## src/design/ssp_pkg.sv

```systemverilog
// types and constants shared by the seven-bit sysex packer
`timescale 1ns / 1ps

package ssp_pkg;

    localparam int MAX_RESULTS = 12;
    localparam int GROUP_LEN   = 7;
    localparam int TAIL_LEN    = 5;

    localparam logic [7:0]  SYSEX_END  = 8'hF7;
    localparam logic [15:0] LEN_OFFSET = 16'd5;

    typedef enum logic [2:0] {
        CMD_DATA       = 3'd0,
        CMD_FLUSH      = 3'd1,
        CMD_START7     = 3'd2,
        CMD_STOP7      = 3'd3,
        CMD_CSUM_START = 3'd4,
        CMD_CSUM_END   = 3'd5,
        CMD_RESET      = 3'd6
    } t_cmd;

    typedef struct packed {
        logic [2:0] command;
        logic [7:0] data_byte;
    } t_in;

    typedef struct packed {
        logic [7:0]  out_byte;
        logic [15:0] bytes_emitted;
        logic        last;
    } t_out;

    typedef struct packed {
        logic [6:0]                  hdr;
        logic [GROUP_LEN-1:0][6:0]   store;
        logic [2:0]                  fill;
        logic                        seven;
        logic                        csum_on;
        logic [15:0]                 sum;
        logic [15:0]                 count;
    } t_state;

    typedef struct packed {
        logic [3:0]                  n;
        logic [MAX_RESULTS-1:0][7:0] bytes;
        t_state                      next;
    } t_step;

endpackage

```

## src/design/ssp_step_logic.sv

```systemverilog
// per-command encoder: burst of output bytes and next packer state
`timescale 1ns / 1ps

module ssp_step_logic
    import ssp_pkg::*;
(
    input  t_in    i_item,
    input  t_state i_state,
    output t_step  o_step
);

    t_cmd              cmd;
    logic [7:0]        b;
    logic [3:0]        flush_n;
    logic [7:0][7:0]   grp;
    logic [7:0][7:0]   grp_full;
    logic [6:0]        hdr_new;
    logic [15:0]       flush_sum;
    logic [15:0]       full_sum;
    logic [15:0]       len;
    logic [TAIL_LEN-1:0][7:0] tail;
    logic [3:0]        j;

    assign cmd = t_cmd'(i_item.command);
    assign b   = i_item.data_byte;
    assign len = i_state.count - LEN_OFFSET;

    always_comb begin
        flush_n = (i_state.fill != 3'd0) ? ({1'b0, i_state.fill} + 4'd1) : 4'd0;
        hdr_new = ((i_state.fill == 3'd0) ? 7'd0 : i_state.hdr)
                | ({6'd0, b[7]} << (3'd6 - i_state.fill));

        grp[0]      = {1'b0, i_state.hdr};
        grp_full[0] = {1'b0, hdr_new};
        for (int i = 1; i < 8; i++) begin
            grp[i]      = {1'b0, i_state.store[i-1]};
            grp_full[i] = {1'b0, i_state.store[i-1]};
        end
        // the seventh byte of a full group is the one arriving now
        grp_full[7] = {1'b0, b[6:0]};

        flush_sum = 16'd0;
        full_sum  = 16'd0;
        for (int i = 0; i < 8; i++) begin
            if (4'(i) < flush_n) begin
                flush_sum = flush_sum + 16'(grp[i]);
            end
            full_sum = full_sum + 16'(grp_full[i]);
        end

        tail[0] = {1'b0, i_state.sum[13:7]};
        tail[1] = {1'b0, i_state.sum[6:0]};
        tail[2] = {1'b0, len[13:7]};
        tail[3] = {1'b0, len[6:0]};
        tail[4] = SYSEX_END;

        o_step.n     = 4'd0;
        o_step.bytes = '0;
        o_step.next  = i_state;
        j            = 4'd0;

        unique case (cmd) inside
            CMD_DATA: begin
                if (!i_state.seven) begin
                    o_step.n        = 4'd1;
                    o_step.bytes[0] = b;
                    if (i_state.csum_on) begin
                        o_step.next.sum = i_state.sum + 16'(b);
                    end
                end else begin
                    o_step.next.hdr                  = hdr_new;
                    o_step.next.store[i_state.fill]  = b[6:0];
                    if (i_state.fill == 3'(GROUP_LEN - 1)) begin
                        o_step.n         = 4'd8;
                        o_step.next.fill = 3'd0;
                        for (int i = 0; i < 8; i++) begin
                            o_step.bytes[i] = grp_full[i];
                        end
                        if (i_state.csum_on) begin
                            o_step.next.sum = i_state.sum + full_sum;
                        end
                    end else begin
                        o_step.next.fill = i_state.fill + 3'd1;
                    end
                end
            end
            CMD_FLUSH, CMD_STOP7, CMD_RESET: begin
                o_step.n         = flush_n;
                o_step.next.fill = 3'd0;
                for (int i = 0; i < 8; i++) begin
                    o_step.bytes[i] = grp[i];
                end
                if (i_state.csum_on) begin
                    o_step.next.sum = i_state.sum + flush_sum;
                end
                if (cmd == CMD_STOP7) begin
                    o_step.next.seven = 1'b0;
                end else if (cmd == CMD_RESET) begin
                    o_step.next.seven = 1'b1;
                end
            end
            CMD_START7: begin
                o_step.next.seven = 1'b1;
                o_step.next.fill  = 3'd0;
            end
            CMD_CSUM_START: begin
                o_step.next.sum     = 16'd0;
                o_step.next.csum_on = 1'b1;
            end
            CMD_CSUM_END: begin
                // checksum stops before the flush, so flushed bytes stay out of the sum
                o_step.n            = flush_n + 4'(TAIL_LEN);
                o_step.next.csum_on = 1'b0;
                o_step.next.seven   = 1'b0;
                o_step.next.fill    = 3'd0;
                for (int i = 0; i < MAX_RESULTS; i++) begin
                    j = 4'(i) - flush_n;
                    if (4'(i) < flush_n) begin
                        o_step.bytes[i] = grp[i[2:0]];
                    end else if (j < 4'(TAIL_LEN)) begin
                        o_step.bytes[i] = tail[j[2:0]];
                    end
                end
            end
            default: begin
            end
        endcase

        o_step.next.count = i_state.count + 16'(o_step.n);
    end

endmodule

```

## src/design/sysex_seven_bit_packer_with_checksum_core.sv

```systemverilog
// top level of the seven-bit sysex packer with running checksum
`timescale 1ns / 1ps

// Takes one command per transfer and produces 0 to 12 stream bytes per command,
// one output byte per cycle while the output is ready. A command is held in an input
// register, encoded combinationally and loaded into a burst register, and the burst
// drains through the output port. A new command is taken every cycle while the burst
// register is empty or on the cycle its last byte is transferred, so the sustained
// rate is set by the output port: a seven-bit group of 7 data bytes emits 8 bytes, raw
// mode emits one byte per data byte, and a checksum end emits up to 12. A command passes
// through the input register and then the burst register before its first byte is output.

module sysex_seven_bit_packer_with_checksum_core
    import ssp_pkg::*;
(
    input  logic i_clk,
    input  logic i_rst_n,
    input  logic i_in_valid,
    output logic o_in_ready,
    input  t_in  i_in_data,
    output logic o_out_valid,
    input  logic i_out_ready,
    output t_out o_out_data
);

    t_in                         r_in;
    logic                        r_in_vld;
    t_state                      r_state;
    logic [MAX_RESULTS-1:0][7:0] r_burst;
    logic [3:0]                  r_n;
    logic [3:0]                  r_idx;
    logic [15:0]                 r_base;

    t_step step;
    logic  out_take;
    logic  last_take;
    logic  move;

    ssp_step_logic u_step (
        .i_item  (r_in),
        .i_state (r_state),
        .o_step  (step)
    );

    assign o_out_valid = (r_n != 4'd0);
    assign out_take    = o_out_valid && i_out_ready;
    assign last_take   = out_take && (r_idx == r_n - 4'd1);
    assign move        = r_in_vld && ((r_n == 4'd0) || last_take);
    assign o_in_ready  = !r_in_vld || move;

    assign o_out_data.out_byte      = r_burst[r_idx];
    assign o_out_data.bytes_emitted = r_base + 16'(r_idx) + 16'd1;
    assign o_out_data.last          = (r_idx == r_n - 4'd1);

    always_ff @(posedge i_clk) begin
        if (!i_rst_n) begin
            r_in_vld <= 1'b0;
        end else if (o_in_ready) begin
            r_in_vld <= i_in_valid;
        end
        if (o_in_ready && i_in_valid) begin
            r_in <= i_in_data;
        end
    end

    always_ff @(posedge i_clk) begin
        if (!i_rst_n) begin
            r_state.fill    <= 3'd0;
            r_state.seven   <= 1'b1;
            r_state.csum_on <= 1'b0;
            r_state.sum     <= 16'd0;
            r_state.count   <= 16'd0;
        end else if (move) begin
            r_state <= step.next;
        end
    end

    // burst register: loaded on a command move, drained one byte per transfer
    always_ff @(posedge i_clk) begin
        if (!i_rst_n) begin
            r_n <= 4'd0;
        end else if (move) begin
            r_n <= step.n;
        end else if (last_take) begin
            r_n <= 4'd0;
        end
        if (move) begin
            r_idx   <= 4'd0;
            r_burst <= step.bytes;
            r_base  <= r_state.count;
        end else if (out_take) begin
            r_idx <= r_idx + 4'd1;
        end
    end

endmodule

```

## config.mk

```make
export PLATFORM = sky130hd
export DESIGN_NAME = sysex_seven_bit_packer_with_checksum_core
export DESIGN_NICKNAME = d
export VERILOG_FILES = /design/src/design/ssp_pkg.sv /design/src/design/ssp_step_logic.sv /design/src/design/sysex_seven_bit_packer_with_checksum_core.sv
export SDC_FILE = /design/constraint.sdc
export NUM_CORES = 1
export LEC_CHECK = 0
export ABC_AREA = 1
export BUFFER_PORTS_ARGS = -buffer_cell sky130_fd_sc_hd__buf_2
export CAP_MARGIN = 10
export CORE_UTILIZATION = 40
export CTS_CLUSTER_DIAMETER = 150
export DETAILED_ROUTE_END_ITERATION = 6
export HOLD_SLACK_MARGIN = 0.08
export PLACE_DENSITY_LB_ADDON = 0.05
export SYNTH_ARGS = -nofsm -noshare
export SYNTH_HDL_FRONTEND = slang
export SYNTH_HIERARCHICAL = 1
export SYNTH_SLANG_ARGS = --single-unit
```

## constraint.sdc

```tcl
create_clock -name i_clk -period 15.9 [get_ports i_clk]
set_input_delay 1.59 -clock i_clk [delete_from_list [all_inputs] [get_ports i_clk]]
set_output_delay 1.59 -clock i_clk [all_outputs]
set_load 0.005 [all_outputs]
```

-- Yosys cells after proc, flatten, opt, wreduce, memory -nomap -nowiden
Cells that the tools add are included.
W data, S select, Z words.
- register bits: 225
- output and inout port bits: 27
- input bits: 15
- logic and storage cells: 248
- $lt $le $gt $ge: 39
- shift-type cells: 1
- mux-type cells: 85
- bitwise operators: 6
- reductions and logical operators: 29
- equality and inequality tests: 14
- add/subtract/negate cells: 39
- operators with widths (kind ; number):
    $bmux W8 S3 ; 12
    $mux W8 ; 30
    $mux W16 ; 12
    $pmux W64 S3 ; 1
    $add A16 B7 Y16 ; 11
    $mux W7 ; 11
    $mux W63 ; 1
    $mux W55 ; 1
    $lt A3 B4 Y1 const B ; 13
    $bwmux W49 ; 1
    $lt A4 B3 Y1 const B ; 12
    $pmux W16 S3 ; 1
    $add A16 B16 Y16 ; 2
    $add A16 B4 Y16 ; 2
    $bmux W8 S4 ; 1
    $demux W7 S3 ; 1
    $mux W4 ; 5
    $add A16 B1 Y16 const B ; 1
    $add A16 B8 Y16 ; 1
    $add A7 B7 Y8 ; 2
    $lt A3 B4 Y1 const A ; 4
    $lt A4 B4 Y1 const A ; 4
    $sub A3 B4 Y4 const A ; 4
    $sub A4 B4 Y4 const A ; 4
    44 further kinds ; 76

-- Depth between registers and ports, before layout
- word-level depth: 21
- mapped depth: 82
- gate-level depth less buffers: 79

-- By module
The synthesis kept the hierarchy.
- modules (own cells, without submodules) (module ; times used ; cells each ; seq. area each (µm²) ; area each (µm²)):
    ssp_step_logic ; 1 ; 2035 ; 0.0 ; 11439.7
    sysex_seven_bit_packer_with_checksum_core ; 1 ; 733 ; 6296.0 ; 8862.2

-- Worst setup path after synthesis
No wires, ideal clock.
- kind: register -> register
- start point: reg r_state[34] in the netlist's numbering
- end point: reg r_state[29] in the netlist's numbering
- clock period less this slack: 10393 ps
- data arrival time: 10280 ps
- cell stages (with the launch flop): 63
- buffers on the path: 3
- path slack: 5507 ps
- data required time: 15787 ps
- library setup time: 113 ps
- path through: dfxtp_1 > buf_2 > inv_2 > ha_1 > inv_1 > nor2_8 > buf_6 > inv_2 > clkbuf_1 > ha_1 > nand2_8 > inv_2 > nor2_1 > ha_1 > inv_1 > fa_1 > o21ai_1 > inv_1 > (+27 left out) > inv_1 > nor3_1 > nand2_1 > nand2_1 > nand2_1 > nand2_1 > a21oi_1 > o21ai_0 > inv_1 > o21ai_0 > and2_1 > o21ai_0 > nand2_1 > o211ai_1 > inv_1 > nand3_1 > nand2_1 > nor2_1
- RTL lines (what ; RTL line ; source):
    start: declaration ; sysex_seven_bit_packer_with_checksum_core.sv:28 ; t_state r_state;
    start signal: assignment ; sysex_seven_bit_packer_with_checksum_core.sv:74 ; r_state <= step.next;

==> flow_summary.yaml <==
run_status:
  status: "completed"
routing:
  firstDrtPassIters: 6
  drc: 0
  route.vias.total: 19264
  ant_nets: 0
  wl_per_cell_um: 23.27
  wirelength_mm: 78.97
  viasPerCell: 5.676
  drtIter0Drc: 1807
timing:
  setup_viol: 0
  fin_tns_setup_ns: 0
  fin_crit_ns: 12.15
  tightest_slew_ns: 1.237
  drv_slew: 0
  hold_violations: 0
  holdWs_ns: 0.4875
  period_share_pct: 76.41
  rsz0062_at_grt: "false"
  clock.fmax_mhz: 82.31
  finalClockSkew_ns: 0.01910
  max-slew-margin-rel_pct: 17.22
clock_network:
  post_cts_buffers: 0
  h-tree-depth: 1
  cts-root-buf: "clkbuf_16"
  cts_tree: "done"
  path_clk_slew_ns: 0.06
  insertion_delay_ns: 0.58
  post_cts_resize_count: 0
  cts_sinks: 223
  hold_buffers: 0
  cts_made_buffers: 29
  clockBufferDepth: 3
floorplanning:
  dieArea_mm2: 0.05111
  die_w_um: 226.1
  core_area_mm2: 0.04925
  die_h_um: 226.1
  std_cell_rows: 81
  start_util_pct: 40.78
  ioPinCount: 42
layout:
  fin_nets: 2906
  final_common_cell: "nand2_1"
  fin_util_pct: 44.05
  syn2layout_area_growth_pct: 8.011
  drive_above_1_share_pct: 7.994
  final_cell_mix: "nand2_1 (517), o21ai_0 (402), inv_1 (355)"
setup_path:
  critPathRequiredTime_ns: 16.41
  slowest_stage: "dfxtp_1"
  crit_path_end_kind: "flop"
  crit_path_max_incr_delay_ns: 0.63
  critical_path.startpoint_type: "flop"
  worstSetupPathType: "flop to flop"
  path_common_cell: "nand2_1"
  crit_path_max_fanout: 29
  worstPathArrival_ns: 12.66
flow_run:
  drv_cap: 0
synth:
  postSynthAreaPerCell_um2: 7.365
  synth_warnings: 6
  synthCells: 2727
  syn-cell-area_mm2: 0.02009
worst_hold_path:
  hp-class: "flop to flop"
global_route:
  grt_pass1_wl_mm: 116.4
  grt_pass1_vias: 17779
  grt_antenna_before_repair: 0
  grt.total_usage_pct: 31.07
  grt_start_max_net_pins: 75
  gr-total-overflow: 0
placement:
  dpl.hpwl_mm: 60.26
  gp_congestion: 1.028
  portBuffers: 41
pwr:
  leakagePower_nw: 9.370
  ir_drop_mv: 0.09022
  power.density_mw_per_mm2: 114.9
-- metal layers --
metal / part of all wire, % / global-route usage [%] / wire, µm
met5: 0 / 0 / 0
met1: 44 / 43.01 / 34950
met4: 3.9 / 10.68 / 3092
met2: 45 / 49.86 / 35680
met3: 6.6 / 3.838 / 5245
-- registers in the layout, indices dropped and copies added (netlist names) --
name,cells
r_n,4
r_state,91
r_burst,96
r_in,11
r_in_vld,1
r_idx,4
r_base,16
-- stage by stage --
step	setup WS, ns	cells	area (µm²)	total power [W]
6_report	3.751	3394	21690	0.002493
4_1_cts	3.943	3391	21690	0.002496
3_5_place_dp	3.991	3337	20790	0.001861
2_1_floorplan	5.549	2728	20090	0.001504
5_1_grt	2.756	3391	21690	0.002677
3_3_place_gp	4.249	3336	20780	0.001855
-- power breakdown --
part | internal [W] | switching (W)
Clock | 0.000351 | 0.000279
Sequential | 0.000671 | 0.0000412
Combinational | 0.000377 | 0.000776
-- final timing paths --
check,slack (ns),endpoint,start,cells after the start
worst max register to register,3.75,r_state[29]$_SDFFE_PN0P_,r_state[34]$_SDFFE_PN0P_,71
worst max-delay path,3.75,r_state[29]$_SDFFE_PN0P_,r_state[34]$_SDFFE_PN0P_,71
worst min-delay path,0.49,r_base[15]$_DFFE_PP_,r_state[15]$_SDFFE_PN0P_,0
worst min register to register,0.49,r_base[15]$_DFFE_PP_,r_state[15]$_SDFFE_PN0P_,0
-- cell type report --
class,instances,area (µm²)
well taps,664,830.8
fillers,5142,27560
flip-flops and latches,223,6257
repair buffers,70,426.7
diodes,3,7.507
clock buffers,29,725.7
inverters,380,1449
clock inverters,25,166.4
multi-input cells,2000,11830
-- critical path, delay by kind of cell (launching register included) --
kind            cells  cell delay, ns
buf+inv            13            1.64
flops               1            0.63
xor+xnor            1            0.30
compound gates     17            2.66
simple gates       30            3.55
fa+ha+maj          10            3.31
(Power assumes the default switching activity.)
